**src/hw/rtl/wsframe_pkg.sv**
```systemverilog
// ----------------------------------------------------------------------------
// wsframe_pkg
// Shared types and codes for the WebSocket frame deframer.
// ----------------------------------------------------------------------------
package wsframe_pkg;

    localparam int LEN_W = 63;

    typedef enum logic [2:0] {
        PH_HDR1    = 3'd0,
        PH_HDR2    = 3'd1,
        PH_EXTLEN  = 3'd2,
        PH_KEY     = 3'd3,
        PH_PAYLOAD = 3'd4
    } phase_t;

    localparam logic [2:0] ACT_DATA    = 3'd0;
    localparam logic [2:0] ACT_CLOSE   = 3'd1;
    localparam logic [2:0] ACT_PING    = 3'd2;
    localparam logic [2:0] ACT_PONG    = 3'd3;
    localparam logic [2:0] ACT_UNKNOWN = 3'd4;

    localparam logic [3:0] OP_BINARY = 4'h2;
    localparam logic [3:0] OP_CLOSE  = 4'h8;
    localparam logic [3:0] OP_PING   = 4'h9;
    localparam logic [3:0] OP_PONG   = 4'hA;

    localparam logic [6:0] LEN7_EXT16 = 7'd126;
    localparam logic [6:0] LEN7_EXT64 = 7'd127;

    localparam logic KIND_HEADER  = 1'b0;
    localparam logic KIND_PAYLOAD = 1'b1;

    typedef struct packed {
        logic             kind;
        logic             fin;
        logic [3:0]       opcode;
        logic [2:0]       action;
        logic             header_error;
        logic [LEN_W-1:0] frame_len;
        logic [7:0]       payload_byte;
        logic             last;
    } result_t;

    function automatic logic [2:0] action_of(input logic [3:0] op);
        logic [2:0] act;
        if (op <= OP_BINARY)
        begin
            act = ACT_DATA;
        end
        else if (op == OP_CLOSE)
        begin
            act = ACT_CLOSE;
        end
        else if (op == OP_PING)
        begin
            act = ACT_PING;
        end
        else if (op == OP_PONG)
        begin
            act = ACT_PONG;
        end
        else
        begin
            act = ACT_UNKNOWN;
        end
        return act;
    endfunction

endpackage

```
**src/hw/rtl/wsframe_parser.sv**
```systemverilog
// ----------------------------------------------------------------------------
// wsframe_parser
// Frame parse state and the per-byte update: header decode, length and key
// capture, payload unmasking. Builds at most one result per byte.
// ----------------------------------------------------------------------------
module wsframe_parser (
    input  logic                 clk,
    input  logic                 rst_n,
    input  logic                 advance,
    input  logic [7:0]           in_byte,
    output logic                 has_result,
    output wsframe_pkg::result_t result
);
    import wsframe_pkg::*;

    phase_t           phase_reg,        phase_next;
    logic [7:0]       first_header_reg, first_header_next;
    logic [63:0]      length_accum_reg, length_accum_next;
    logic [2:0]       byte_counter_reg, byte_counter_next;
    logic [31:0]      mask_key_reg,     mask_key_next;
    logic [LEN_W-1:0] remaining_reg,    remaining_next;
    logic [1:0]       key_index_reg,    key_index_next;
    logic             error_seen_reg,   error_seen_next;

    logic [6:0]       len7;
    logic [63:0]      shifted_len;
    logic [7:0]       key_byte;

    always_ff @(posedge clk or negedge rst_n)
    begin
        if (!rst_n)
        begin
            phase_reg        <= PH_HDR1;
            first_header_reg <= '0;
            length_accum_reg <= '0;
            byte_counter_reg <= '0;
            mask_key_reg     <= '0;
            remaining_reg    <= '0;
            key_index_reg    <= '0;
            error_seen_reg   <= 1'b0;
        end
        else if (advance)
        begin
            phase_reg        <= phase_next;
            first_header_reg <= first_header_next;
            length_accum_reg <= length_accum_next;
            byte_counter_reg <= byte_counter_next;
            mask_key_reg     <= mask_key_next;
            remaining_reg    <= remaining_next;
            key_index_reg    <= key_index_next;
            error_seen_reg   <= error_seen_next;
        end
    end

    always_comb
    begin
        case (key_index_reg)
            2'd0:    key_byte = mask_key_reg[31:24];
            2'd1:    key_byte = mask_key_reg[23:16];
            2'd2:    key_byte = mask_key_reg[15:8];
            default: key_byte = mask_key_reg[7:0];
        endcase
    end

    assign len7        = in_byte[6:0];
    assign shifted_len = {length_accum_reg[55:0], in_byte};

    always_comb
    begin
        phase_next        = phase_reg;
        first_header_next = first_header_reg;
        length_accum_next = length_accum_reg;
        byte_counter_next = byte_counter_reg;
        mask_key_next     = mask_key_reg;
        remaining_next    = remaining_reg;
        key_index_next    = key_index_reg;
        error_seen_next   = error_seen_reg;
        has_result        = 1'b0;

        result.kind         = KIND_HEADER;
        result.fin          = first_header_reg[7];
        result.opcode       = first_header_reg[3:0];
        result.action       = action_of(first_header_reg[3:0]);
        result.header_error = error_seen_reg;
        result.frame_len    = length_accum_reg[LEN_W-1:0];
        result.payload_byte = 8'h00;
        result.last         = 1'b0;

        case (phase_reg)
            PH_HDR2:
            begin
                if (!in_byte[7])
                begin
                    error_seen_next = 1'b1;
                end
                if (len7 == LEN7_EXT16)
                begin
                    length_accum_next = '0;
                    byte_counter_next = 3'd1;
                    phase_next        = PH_EXTLEN;
                end
                else if (len7 == LEN7_EXT64)
                begin
                    length_accum_next = '0;
                    byte_counter_next = 3'd7;
                    phase_next        = PH_EXTLEN;
                end
                else
                begin
                    length_accum_next = {57'd0, len7};
                    byte_counter_next = 3'd3;
                    phase_next        = PH_KEY;
                end
            end
            PH_EXTLEN:
            begin
                length_accum_next = shifted_len;
                if (byte_counter_reg == 3'd0)
                begin
                    if (shifted_len[63])
                    begin
                        error_seen_next = 1'b1;
                    end
                    byte_counter_next = 3'd3;
                    phase_next        = PH_KEY;
                end
                else
                begin
                    byte_counter_next = byte_counter_reg - 3'd1;
                end
            end
            PH_KEY:
            begin
                mask_key_next = {mask_key_reg[23:0], in_byte};
                if (byte_counter_reg != 3'd0)
                begin
                    byte_counter_next = byte_counter_reg - 3'd1;
                end
                else
                begin
                    // Last key byte: emit the descriptor.
                    has_result     = 1'b1;
                    remaining_next = length_accum_reg[LEN_W-1:0];
                    key_index_next = 2'd0;
                    if (length_accum_reg[LEN_W-1:0] == '0)
                    begin
                        result.last = 1'b1;
                        phase_next  = PH_HDR1;
                    end
                    else
                    begin
                        phase_next = PH_PAYLOAD;
                    end
                end
            end
            PH_PAYLOAD:
            begin
                has_result          = 1'b1;
                result.kind         = KIND_PAYLOAD;
                result.payload_byte = in_byte ^ key_byte;
                key_index_next      = key_index_reg + 2'd1;
                remaining_next      = remaining_reg - LEN_W'(1);
                if (remaining_reg == LEN_W'(1))
                begin
                    result.last = 1'b1;
                    phase_next  = PH_HDR1;
                end
            end
            default:
            begin
                first_header_next = in_byte;
                error_seen_next   = |in_byte[6:4];
                length_accum_next = '0;
                byte_counter_next = 3'd0;
                mask_key_next     = '0;
                remaining_next    = '0;
                key_index_next    = 2'd0;
                phase_next        = PH_HDR2;
            end
        endcase
    end

endmodule

```
**src/hw/rtl/wsframe_out_reg.sv**
```systemverilog
// ----------------------------------------------------------------------------
// wsframe_out_reg
// Result register on the output channel; holds a result until it is taken.
// ----------------------------------------------------------------------------
module wsframe_out_reg (
    input  logic                 clk,
    input  logic                 rst_n,
    input  logic                 load,
    input  wsframe_pkg::result_t load_data,
    input  logic                 take,
    output logic                 full,
    output wsframe_pkg::result_t data
);
    import wsframe_pkg::*;

    logic    full_reg, full_next;
    result_t data_reg;

    always_comb
    begin
        full_next = full_reg;
        if (load)
        begin
            full_next = 1'b1;
        end
        else if (take)
        begin
            full_next = 1'b0;
        end
    end

    always_ff @(posedge clk or negedge rst_n)
    begin
        if (!rst_n)
        begin
            full_reg <= 1'b0;
        end
        else
        begin
            full_reg <= full_next;
        end
    end

    always_ff @(posedge clk)
    begin
        if (load)
        begin
            data_reg <= load_data;
        end
    end

    assign full = full_reg;
    assign data = data_reg;

endmodule

```
**src/hw/rtl/websocket_frame_deframer_unit.sv**
```systemverilog
// ----------------------------------------------------------------------------
// websocket_frame_deframer_unit
// RFC 6455 receive-side frame parser: header descriptor plus unmasked payload.
// ----------------------------------------------------------------------------
// Takes one stream byte per cycle while the result side does not stall. Each
// byte passes an input register, the parse logic, and a result register,
// which presents the result. Header bytes yield nothing except the last
// masking-key byte, which yields the frame descriptor; each payload byte
// yields one unmasked byte. A stall on the result side holds the parser only
// when the byte in the input register would produce a result.
module websocket_frame_deframer_unit (
    input  logic                         clk,
    input  logic                         rst_n,
    input  logic                         byte_valid,
    output logic                         byte_ready,
    input  logic [7:0]                   in_byte,
    output logic                         item_valid,
    input  logic                         item_ready,
    output logic                         kind,
    output logic                         fin,
    output logic [3:0]                   opcode,
    output logic [2:0]                   action,
    output logic                         header_error,
    output logic [wsframe_pkg::LEN_W-1:0] frame_len,
    output logic [7:0]                   payload_byte,
    output logic                         last
);
    import wsframe_pkg::*;

    logic       hold_valid_reg, hold_valid_next;
    logic [7:0] hold_byte_reg;
    logic       has_result;
    logic       advance;
    logic       out_full;
    logic       take;
    result_t    parse_result;
    result_t    out_data;

    assign take       = item_valid && item_ready;
    // Advance the held request unless it needs the result register and that
    // register stays occupied.
    assign advance    = hold_valid_reg && (!has_result || !out_full || item_ready);
    assign byte_ready = !hold_valid_reg || advance;

    always_comb
    begin
        hold_valid_next = hold_valid_reg;
        if (byte_valid && byte_ready)
        begin
            hold_valid_next = 1'b1;
        end
        else if (advance)
        begin
            hold_valid_next = 1'b0;
        end
    end

    always_ff @(posedge clk or negedge rst_n)
    begin
        if (!rst_n)
        begin
            hold_valid_reg <= 1'b0;
        end
        else
        begin
            hold_valid_reg <= hold_valid_next;
        end
    end

    always_ff @(posedge clk)
    begin
        if (byte_valid && byte_ready)
        begin
            hold_byte_reg <= in_byte;
        end
    end

    wsframe_parser u_parser (
        .clk        (clk),
        .rst_n      (rst_n),
        .advance    (advance),
        .in_byte    (hold_byte_reg),
        .has_result (has_result),
        .result     (parse_result)
    );

    wsframe_out_reg u_out_reg (
        .clk       (clk),
        .rst_n     (rst_n),
        .load      (advance && has_result),
        .load_data (parse_result),
        .take      (take),
        .full      (out_full),
        .data      (out_data)
    );

    assign item_valid   = out_full;
    assign kind         = out_data.kind;
    assign fin          = out_data.fin;
    assign opcode       = out_data.opcode;
    assign action       = out_data.action;
    assign header_error = out_data.header_error;
    assign frame_len    = out_data.frame_len;
    assign payload_byte = out_data.payload_byte;
    assign last         = out_data.last;

endmodule

```
**config.mk**
```make
export PLATFORM = sky130hd
export DESIGN_NAME = websocket_frame_deframer_unit
export DESIGN_NICKNAME = d
export VERILOG_FILES = /design/src/hw/rtl/wsframe_pkg.sv /design/src/hw/rtl/wsframe_parser.sv /design/src/hw/rtl/wsframe_out_reg.sv /design/src/hw/rtl/websocket_frame_deframer_unit.sv
export SDC_FILE = /design/constraint.sdc
export NUM_CORES = 1
export LEC_CHECK = 0
export BUFFER_PORTS_ARGS = -buffer_cell sky130_fd_sc_hd__clkbuf_2
export CAP_MARGIN = 20
export CELL_PAD_IN_SITES_DETAIL_PLACEMENT = 0
export CELL_PAD_IN_SITES_GLOBAL_PLACEMENT = 2
export CORE_MARGIN = 3
export CORE_UTILIZATION = 39
export DETAILED_ROUTE_END_ITERATION = 16
export PLACE_DENSITY_LB_ADDON = 0.1
export SLEW_MARGIN = 30
export SYNTH_ARGS = -nofsm -noshare
export SYNTH_HDL_FRONTEND = slang
export SYNTH_SLANG_ARGS = --single-unit
```
**constraint.sdc**
```tcl
create_clock -name clk -period 7.4 [get_ports clk]
set_input_delay 1.85 -clock clk [delete_from_list [all_inputs] [get_ports clk]]
set_output_delay 1.85 -clock clk [all_outputs]
set_load 0.02 [all_outputs]
```
==> metrics.md, run 1 <==
| Metric | Value |
|---|---|
| Slew @ Worst Pin | `0.974 ns` |
| Syn avg cell area | `10.1 um^2` |
| IO Pins | `96` |
| Final GP Congestion | `0.844` |
| Initial antenna violation count | `0` |
| Synth top area share | `0.359` |
| Number of CTS-inserted buffers | `29` |
| Worst path top cell family by delay | `simple AND/OR/NAND/NOR gates` |
| CTS root buf | `clkbuf_16` |
| Critical path's slowest cell | `a21oi_1` |
| Max-Cap Viols | `0` |
| Reg area | `0.00706 mm^2` |
| Area delta synth->final | `14.7%` |
| Clock Sinks | `264` |
| Clock latency on the worst-skew pair | `0.56 ns` |
| Fin crit period | `4.66 ns` |
| Post-Syn Area | `0.0121 mm^2` |
| Sequential area share after synthesis | `0.581` |
| Worst path max stage delay | `0.33 ns` |
| Setup violators final | `0` |
| Post-Synthesis Cells | `1198` |
| Pwr Density | `415 mW/mm^2` |
| Antenna Nets Post-Route | `0` |
| Port Buf Inserts | `95` |
| Ys flop type | `dfrtp_1` |
| Critical Path AT | `2.81 ns` |
| Fin crit share | `0.630` |
| Top post-synthesis cells by area | `dfrtp_1, edfxtp_1, nand2_1` |
| LEAKAGE | `5.67 nW` |
| Largest net degree at the start of global routing | `121` |
| WHS | `0.448 ns` |
| Post-synth EDFFs | `90` |
| Clock transition at path regs | `0.06 ns` |
| Critical Path Source | `item_ready` |
| Drt drc | `0` |
| Hold wc startpoint | `u_parser.error_seen_reg$_DFFE_PN0P_` |
| Die Y | `182 um` |
| Fin nets | `1282` |
| Synth unique cells | `71` |
| Worst min path class | `reg -> reg` |
| Number of flip-flops in the largest register | `82` |
| H-tree depth | `1` |
| Relative slew slack | `0.351` |
| Fmax | `214 MHz` |
| Yosys warns | `0` |
| Total global routing overflow | `0` |
| Via count | `9695` |
| Cell Chain, Critical Path | `clkbuf_2, nand2b_1, a21oi_1, nand2_1, clkbuf_2` |
| Area of the multi-input gates | `0.00477 mm^2` |
| CTS tree | `yes` |
| Layout cells sized above 1 | `0.153` |
| IR drop worst, VDD | `0.227 mV` |
| Core area | `0.0302 mm^2` |
| Wire length per cell | `22.3 um` |
| Vias in the first global route | `9528` |
| Clk buf depth | `3` |
| Most frequent CP cell | `clkbuf_2` |
| Kind of critical path | `in -> out` |
| Most used standard cell by instance count after synthesis | `nand2_1` |
| Worst Skew | `0.0113 ns` |
| Global Route Usage Sum | `0.224` |
| Post-CTS Resized | `0` |
| RSZ-0062 raised after global routing | `false` |
| R2r startpoint | `u_parser.phase_reg[2]$_DFFE_PN0P_` |
| Crit-path max FO | `4` |
| Cell taking the most area after synthesis | `dfrtp_1` |
| Total negative slack | `0 ns` |
| Wire length of the first global-routing pass | `58.8 mm` |
| Status | `complete, no violations` |
| Cts hold-fix bufs | `0` |
| CP Launch Type | `input pin` |
| Initial DRC count | `774` |
| CP required | `5.55 ns` |
| Post-Route WL | `37.3 mm` |
| Final hold vios | `0` |
| DIE AREA | `0.0333 mm^2` |
| CP bufs+invs | `2` |
| Post-CTS Repair Setup Buffers | `0` |
| Drt first pass iters | `7` |
| Top cell types by occurrence after synthesis | `nand2_1, dfrtp_1, o21ai_0` |
| Post-DP HPWL | `24.5 mm` |
| Die width | `182 um` |
| Share of synthesized registers carrying an async set or reset | `0.659` |
| Synthesized flop and latch total | `264` |
| Layout fillers | `2887` |
| Setup crit end kind | `output port` |
| Via density | `5.79` |
| Site Rows | `63` |
| Initial core utilization | `0.402` |
| Syn_nets | `1219` |
| Final Slew Violations | `0` |
| Diode count | `0` |
## final cells by class
class	instances	area share
inverter	15	0.00404
timing repair buffer	107	0.0413
clock inverter	16	0.0145
tap	390	0.0350
clock buffer	37	0.0564
multi-input combinational	844	0.342
sequential	264	0.507
## final timing paths
kind                       slack [ns]                                   endpoint  cells past startpoint
max in group asynchronous        4.74      u_parser.mask_key_reg[22]$_DFFE_PN0P_                      2
setup / recovery                 2.74                                 byte_ready                      5
hold / removal                   0.45               u_out_reg.data[72]$_DFFE_PP_                      0
setup reg to reg                 3.32               u_out_reg.data[81]$_DFFE_PP_                      7
min in group asynchronous        1.36  u_parser.length_accum_reg[50]$_DFFE_PN0P_                      1
hold reg to reg                  0.45               u_out_reg.data[72]$_DFFE_PP_                      0
## kinds of logic after synthesis
logic type | Yosys count | share of synthesized area
buf+inv | 90 | 0.0302
compound gates | 328 | 0.166
flops | 264 | 0.581
mux | 7 | 0.00639
simple gates | 490 | 0.199
fa+ha+maj | 9 | 0.00928
xor+xnor | 10 | 0.00721
## routing by layer
| layer | up-vias | share of wire | GRT usage | routed length, um |
|---|---|---|---|---|
| met1 | 4835 | 0.46 | 0.325 | 17100 |
| met5 | - | 0 | 0 | 0 |
| li1 | 4545 | - | - | - |
| met3 | 52 | 0.050 | 0.0331 | 1880 |
| met4 | 0 | 0.022 | 0.0466 | 823 |
| met2 | 263 | 0.47 | 0.360 | 17500 |
## through the flow
step / power [mW] / setup WS, ns / util / instance area, um^2 / std cells
after floorplan: 3.55 / 1.31 / - / 12100 / 1198
after global placement: 4.31 / 2.75 / 0.428 / 12900 / 1620
after detailed placement: 4.32 / 2.75 / 0.429 / 12900 / 1620
after CTS: 5.83 / 2.74 / 0.461 / 13900 / 1673
after global routing: 6.15 / 2.67 / 0.461 / 13900 / 1673
final: 5.78 / 2.74 / 0.461 / 13900 / 1673
## layout by cell type (no fill, tap or decap), types with 10 or more instances in the layout
cell type,instances
a32oi_1,15
nor2_1,69
a21oi_1,47
nand3_1,18
nor4_1,37
dfrtp_1,174
a22o_1,10
edfxtp_1,90
o21ai_0,172
buf_4,11
inv_1,15
clkbuf_16,29
a22oi_1,14
nor3_1,34
clkbuf_2,94
nand2_1,240
## report_power, final
group          internal (mW)  switching [mW]
Clock                  0.892           0.602
Sequential              1.82           0.300
Combinational          0.595            1.57
Total                   3.30            2.48
(Power assumes the default switching activity.)
==> run 2: changes to the inputs <==
- ABC_AREA: not set -> 1
- CORE_UTILIZATION: 39 -> 36
- clock period: 7.4 -> 4.8 ns (I/O delays scaled with it)
==> metrics.md, run 2 <==
| Metric | Value |
|---|---|
| Status | `complete, no violations (unchanged)` |
| Net Sw Frac | `0.489 (was 0.428)` |
| Cts hold-fix bufs | `0 (unchanged)` |
| IR drop worst, VDD | `0.307 mV (was 0.227 mV)` |
| Antenna Nets Post-Route | `0 (unchanged)` |
| Syn_nets | `1655 (was 1219)` |
| Crit-path max FO | `4 (unchanged)` |
| Worst path max stage delay | `0.37 ns (was 0.33 ns)` |
| Post-Synthesis Cells | `1634 (was 1198)` |
| Number of CTS-inserted buffers | `29 (unchanged)` |
| Worst slack at placement | `1.81 ns (was 2.75 ns)` |
| LEAKAGE | `6.83 nW (was 5.67 nW)` |
| Layout fillers | `3785 (was 2887)` |
| Hold wc startpoint | `u_parser.length_accum_reg[58]$_DFFE_PN0P_ (was u_parser.error_seen_reg$_DFFE_PN0P_)` |
| Via count | `11039 (was 9695)` |
| Final worst slack | `1.42 ns (was 2.74 ns)` |
| Simple-Gate Fraction of Synth Area | `0.283 (was 0.199)` |
| Area delta synth->final | `13.8% (was 14.7%)` |
| Post-Route WL | `42.3 mm (was 37.3 mm)` |
| Clock Sinks | `264 (unchanged)` |
| Die width | `197 um (was 182 um)` |
| Setup crit end kind | `output port (unchanged)` |
| Synthesized flop and latch total | `264 (unchanged)` |
| Kind of critical path | `reg -> out (was in -> out)` |
| Critical Path Source | `u_parser.byte_counter_reg[0]$_DFFE_PN0P_ (was item_ready)` |
| Initial antenna violation count | `0 (unchanged)` |
| Vias in the first global route | `10653 (was 9528)` |
| Syn avg cell area | `8.02 um^2 (was 10.1 um^2)` |
| Worst min path class | `reg -> reg (unchanged)` |
| Clock latency on the worst-skew pair | `0.57 ns (was 0.56 ns)` |
| Flop pwr share | `0.318 (was 0.366)` |
| Max-Cap Viols | `0 (unchanged)` |
| Fin crit share | `0.704` |
| Share of synthesized registers carrying an async set or reset | `0.659 (unchanged)` |
| Sw power | `5.02 mW (was 2.48 mW)` |
| Drt drc | `0 (unchanged)` |
| Post-DP HPWL | `30.9 mm (was 24.5 mm)` |
| Final GP Congestion | `0.844 (about the same)` |
| Largest family of logic cells by synthesized area | `simple AND/OR/NAND/NOR gates (unchanged)` |
| Wire length per cell | `19.3 um (was 22.3 um)` |
| Number of flip-flops in the largest register | `82 (unchanged)` |
| Via density | `5.03 (was 5.79)` |
| Slew @ Worst Pin | `0.920 ns (was 0.974 ns)` |
| Initial core utilization | `0.367 (was 0.402)` |
| Final Slew Violations | `0 (unchanged)` |
| Critical path's slowest cell | `dfrtp_1 (was a21oi_1)` |
| Compound-Gate Fraction of Synth Area | `0.101 (was 0.166)` |
| Comb power frac | `0.466 (was 0.375)` |
| Post-CTS Resized | `0 (unchanged)` |
| Part of the power in the clock network | `0.216 (was 0.258)` |
| Xor/xnor cell area share of the yosys netlist | `0.00200 (was 0.00721)` |
| Total negative slack | `0 ns (unchanged)` |
| Clk buf depth | `3 (unchanged)` |
| CP Launch Type | `register (was input pin)` |
| Largest net degree at the start of global routing | `93 (was 121)` |
| Port Buf Inserts | `95 (unchanged)` |
| DIE AREA | `0.0387 mm^2 (was 0.0333 mm^2)` |
| Yosys warns | `0 (unchanged)` |
| Mux share of post-synthesis cell area | `0.000764 (was 0.00639)` |
| Synth unique cells | `39 (was 71)` |
| Post-CTS Repair Setup Buffers | `0 (unchanged)` |
| Site Rows | `69 (was 63)` |
| Core area | `0.0357 mm^2 (was 0.0302 mm^2)` |
| Most used standard cell by instance count after synthesis | `nand2_1 (unchanged)` |
| Total global routing overflow | `0 (unchanged)` |
| Sequential area share after synthesis | `0.538 (was 0.581)` |
| Post-synth EDFFs | `90 (unchanged)` |
| Worst Skew | `0.0191 ns (was 0.0113 ns)` |
| WHS | `0.452 ns (was 0.448 ns)` |
| CTS tree | `yes (unchanged)` |
| Synth Area in Adders | `0.00859 (was 0.00928)` |
| Synth top area share | `0.332 (was 0.359)` |
| Pwr Density | `688 mW/mm^2 (was 415 mW/mm^2)` |
| CTS root buf | `clkbuf_16 (unchanged)` |
| IO Pins | `96 (unchanged)` |
| Relative slew slack | `0.386 (was 0.351)` |
| Top cell types by occurrence after synthesis | `nand2_1, nor2_1, dfrtp_1 (was nand2_1, dfrtp_1, o21ai_0)` |
| RSZ-0062 raised after global routing | `false (unchanged)` |
| Clock transition at path regs | `0.06 ns (about the same)` |
| Setup violators final | `0 (unchanged)` |
| Placed Cells | `2143 (was 1620)` |
| CP required | `3.60 ns (was 5.55 ns)` |
| Drt first pass iters | `5 (was 7)` |
| Top post-synthesis cells by area | `dfrtp_1, edfxtp_1, nand2_1 (unchanged)` |
| Layout cells sized above 1 | `0.108 (was 0.153)` |
| Commonest non-fill, non-tap cell in the layout | `nand2_1 (unchanged)` |
| H-tree depth | `1 (unchanged)` |
| R2r startpoint | `u_parser.byte_counter_reg[0]$_DFFE_PN0P_ (was u_parser.phase_reg[2]$_DFFE_PN0P_)` |
| Internal power | `5.24 mW (was 3.30 mW)` |
| Fmax | `296 MHz` |
| Cell taking the most area after synthesis | `dfrtp_1 (unchanged)` |
| Most frequent cells in the layout | `nand2_1, nor2_1, dfrtp_1 (was nand2_1, dfrtp_1, o21ai_0)` |
| Critical Path AT | `2.18 ns (was 2.81 ns)` |
| Fin cells | `2195 (was 1673)` |
| Diode count | `0 (unchanged)` |
| Ys flop type | `dfrtp_1 (unchanged)` |
| Initial DRC count | `820 (was 774)` |
| Wire length of the first global-routing pass | `65.5 mm (was 58.8 mm)` |
| Final hold vios | `0 (unchanged)` |
| Fin nets | `1734 (was 1282)` |
| Cell Chain, Critical Path | `inv_1, ha_1, ha_1, inv_1, o21ai_2, nand4_1, clkbuf_2 (was clkbuf_2, nand2b_1, a21oi_1, nand2_1, clkbuf_2)` |
| Post-Syn Area | `0.0131 mm^2 (was 0.0121 mm^2)` |
| Fin crit period | `3.38 ns` |
| Die Y | `197 um (was 182 um)` |
| Global Route Usage Sum | `0.219 (was 0.224)` |
[run 2: power groups by stage]
stage	registers (mW)	clock network (mW)	logic, mW
2_1_floorplan	3.23	0	3.22
3_3_place_gp	3.28	0	4.83
3_5_place_dp	3.29	0	4.85
4_1_cts	3.25	2.29	4.87
5_1_grt	3.32	2.36	5.40
6_report	3.26	2.22	4.78
[run 2: worst paths after layout]
| path | end | slack [ns] | cells after the start |
|---|---|---|---|
| worst max-delay path | byte_ready | 1.42 | 7 |
| worst min-delay path | u_out_reg.data[67]$_DFFE_PP_ | 0.45 | 0 |
| worst max register to register | u_parser.length_accum_reg[28]$_DFFE_PN0P_ | 2.01 | 11 |
| worst min register to register | u_out_reg.data[67]$_DFFE_PP_ | 0.45 | 0 |
| max in group asynchronous | u_parser.remaining_reg[37]$_DFFE_PN0P_ | 3.07 | 2 |
| min in group asynchronous | u_parser.first_header_reg[1]$_DFFE_PN0P_ | 0.74 | 1 |
[run 2: critical path: cells and delay by family (launching register included)]
family,cells,cell delay [ns]
flops,1,0.37
compound gates,1,0.24
simple gates,1,0.18
buf+inv,3,0.41
fa+ha+maj,2,0.43
[run 2: layout make-up]
cell class | count | area, um^2 | area share
timing repair buffer | 110 | 609 | 0.0409
clock buffer | 35 | 748 | 0.0502
inverter | 148 | 558 | 0.0374
clock inverter | 17 | 179 | 0.0120
sequential | 264 | 7060 | 0.473
tap | 461 | 577 | 0.0387
multi-input combinational | 1160 | 5180 | 0.348
[run 2: routing by layer]
layer / GRT usage / share of wire
met5: 0 / 0
met2: 0.336 / 0.43
met4: 0.0412 / 0.015
met3: 0.0253 / 0.043
met1: 0.337 / 0.51
[run 2: cells by family (layout without fill, tap and decap cells)]
| kind of cell | count (synthesis) | count (layout) |
|---|---|---|
| XOR/XNOR | 3 | 3 |
| multiplexers | 1 | 1 |
| buffers and inverters | 210 | 310 |
| AO/OA/AOI/OAI | 242 | 242 |
| flip-flops | 264 | 264 |
| AND/OR/NAND/NOR | 905 | 905 |
| adder cells (fa/ha/maj) | 9 | 9 |
[run 2: metrics by stage]
step	power, mW	util	area (um^2)
floorplan	6.45	-	13100
global placement	8.12	0.391	14000
detailed placement	8.14	0.391	14000
CTS	10.4	0.417	14900
global route	11.1	0.417	14900
finish	10.3	0.417	14900
==> run 3: changes to the inputs <==
- clock period: 4.8 -> 3.3 ns (I/O delays scaled with it)
==> metrics.md, run 3 (same netlist as run 2, synthesis figures left out) <==
| Metric | Value |
|---|---|
| Max-Cap Viols | `0 (unchanged)` |
| Drt drc | `0 (unchanged)` |
| Setup violators final | `0 (unchanged)` |
| Final hold vios | `0 (unchanged)` |
| Finished Cell Area | `0.0150 mm^2 (was 0.0149 mm^2)` |
| Final Slew Violations | `0 (unchanged)` |
| Fin nets | `1741 (was 1734)` |
| Antenna Nets Post-Route | `0 (unchanged)` |
| RSZ-0062 raised after global routing | `false (unchanged)` |
| Wire length per cell | `19.2 um (was 19.3 um)` |
| Initial antenna violation count | `0 (unchanged)` |
| Largest net degree at the start of global routing | `83 (was 93)` |
| Placed Area | `0.0141 mm^2 (was 0.0140 mm^2)` |
| Final GP Congestion | `0.853 (was 0.844)` |
| Design Power | `15.0 mW (was 10.3 mW)` |
| Area delta synth->final | `14.8% (was 13.8%)` |
| Drt first pass iters | `5 (unchanged)` |
| Total negative slack | `0 ns (unchanged)` |
| Clock latency on the worst-skew pair | `0.58 ns (was 0.57 ns)` |
| H-tree depth | `1 (unchanged)` |
| CP Launch Type | `register (unchanged)` |
| Initial core utilization | `0.367 (unchanged)` |
| Core area | `0.0357 mm^2 (unchanged)` |
| LEAKAGE | `6.90 nW (was 6.83 nW)` |
| Vias in the first global route | `10891 (was 10653)` |
| Number of flip-flops in the largest register | `82 (unchanged)` |
| Global Route Usage Sum | `0.220 (was 0.219)` |
| Number of CTS-inserted buffers | `30 (was 29)` |
| DIE AREA | `0.0387 mm^2 (unchanged)` |
| Wire length of the first global-routing pass | `65.9 mm (was 65.5 mm)` |
| Via density | `5.07 (was 5.03)` |
| Clk buf depth | `3 (unchanged)` |
| Setup crit end kind | `output port (unchanged)` |
| Post-DP HPWL | `31.4 mm (was 30.9 mm)` |
| Pwr Density | `999 mW/mm^2 (was 688 mW/mm^2)` |
| Post-CTS Repair Setup Buffers | `0 (unchanged)` |
| Relative slew slack | `0.562 (was 0.386)` |
| Clock Sinks | `264 (unchanged)` |
| Fin crit share | `0.899` |
| Layout cells sized above 1 | `0.112 (was 0.108)` |
| Diode count | `0 (unchanged)` |
| Die Y | `197 um (unchanged)` |
| Cts hold-fix bufs | `0 (unchanged)` |
| Most frequent cells in the layout | `nand2_1, nor2_1, dfrtp_1 (unchanged)` |
| Initial DRC count | `840 (was 820)` |
| Kind of critical path | `reg -> out (unchanged)` |
| Fmax | `337 MHz` |
| Site Rows | `69 (unchanged)` |
| Die width | `197 um (unchanged)` |
| Post-CTS Resized | `0 (unchanged)` |
| Total global routing overflow | `0 (unchanged)` |
| R2r startpoint | `u_parser.byte_counter_reg[0]$_DFFE_PN0P_ (unchanged)` |
| Commonest non-fill, non-tap cell in the layout | `nand2_1 (unchanged)` |
| Critical Path Source | `u_parser.byte_counter_reg[0]$_DFFE_PN0P_ (unchanged)` |
| Layout fillers | `3684 (was 3785)` |
| Port Buf Inserts | `95 (unchanged)` |
| Via count | `11177 (was 11039)` |
| Status | `complete, no violations (unchanged)` |
| Post-Route WL | `42.4 mm (was 42.3 mm)` |
| IR drop worst, VDD | `0.347 mV (was 0.307 mV)` |
| Fin crit period | `2.97 ns` |
| Worst Skew | `0.0150 ns (was 0.0191 ns)` |
| CP required | `2.47 ns (was 3.60 ns)` |
| Slew @ Worst Pin | `0.657 ns (was 0.920 ns)` |
| CTS root buf | `clkbuf_16 (unchanged)` |
| Clock transition at path regs | `0.06 ns (about the same)` |
| CTS tree | `yes (unchanged)` |
| IO Pins | `96 (unchanged)` |
| Crit-path max FO | `4 (unchanged)` |
| Critical Path AT | `2.14 ns (was 2.18 ns)` |
| Worst min path class | `in -> async (was reg -> reg)` |
==> run 3: worst paths after layout <==
| kind | slack, ns | cells after the start | endpoint |
|---|---|---|---|
| setup reg to reg | 0.57 | 11 | u_out_reg.data[6]$_SDFFCE_PN0P_ |
| hold reg to reg | 0.45 | 0 | u_out_reg.data[65]$_DFFE_PP_ |
| setup / recovery | 0.33 | 7 | byte_ready |
| hold / removal | 0.12 | 1 | u_parser.length_accum_reg[9]$_DFFE_PN0P_ |
| max in group asynchronous | 2.29 | 2 | u_parser.remaining_reg[60]$_DFFE_PN0P_ |
| min in group clk | 0.43 | 1 | hold_byte_reg[2]$_DFFE_PP_ |
==> run 3: stage by stage <==
stage	setup slack (ns)	hold WS, ns	std cells	util
after floorplan	0.223	0.425	1634	-
after global placement	0.618	0.428	2149	0.394
after detailed placement	0.559	0.431	2149	0.394
after CTS	0.303	0.101	2205	0.421
after global routing	0.153	0.117	2205	0.421
final	0.332	0.120	2205	0.421
==> run 3: area by class of cell <==
class                   instances  area, um^2  area share
flip-flops and latches        264        7060       0.469
well taps                     461         577      0.0383
multi-input cells            1160        5180       0.345
repair buffers                116         714      0.0475
clock buffers                  38         801      0.0532
clock inverters                18         153      0.0101
inverters                     148         559      0.0372
==> run 3: worst max-delay path, cell delays in order (launching register included) <==
cell and delay (ns):
dfrtp_1 0.38, inv_1 0.08, ha_1 0.16, ha_1 0.22, inv_1 0.12, o21ai_2 0.22, nand4_1 0.18, clkbuf_2 0.20
==> run 3: where the power goes <==
group / leakage (nW) / switching, mW / internal, mW
Clock: 0.469 / 1.43 / 1.81
Combinational: 3.24 / 5.29 / 1.74
Sequential: 3.18 / 0.667 / 4.08
Total: 6.90 / 7.38 / 7.64
==> run 3: layer usage <==
metal | global-route usage | routed length (um) | vias up
met3 | 0.0238 | 2050 | 47
met5 | 0 | 0 | -
met2 | 0.322 | 17800 | 239
met1 | 0.348 | 21600 | 5380
met4 | 0.0507 | 941 | 0
li1 | - | - | 5511
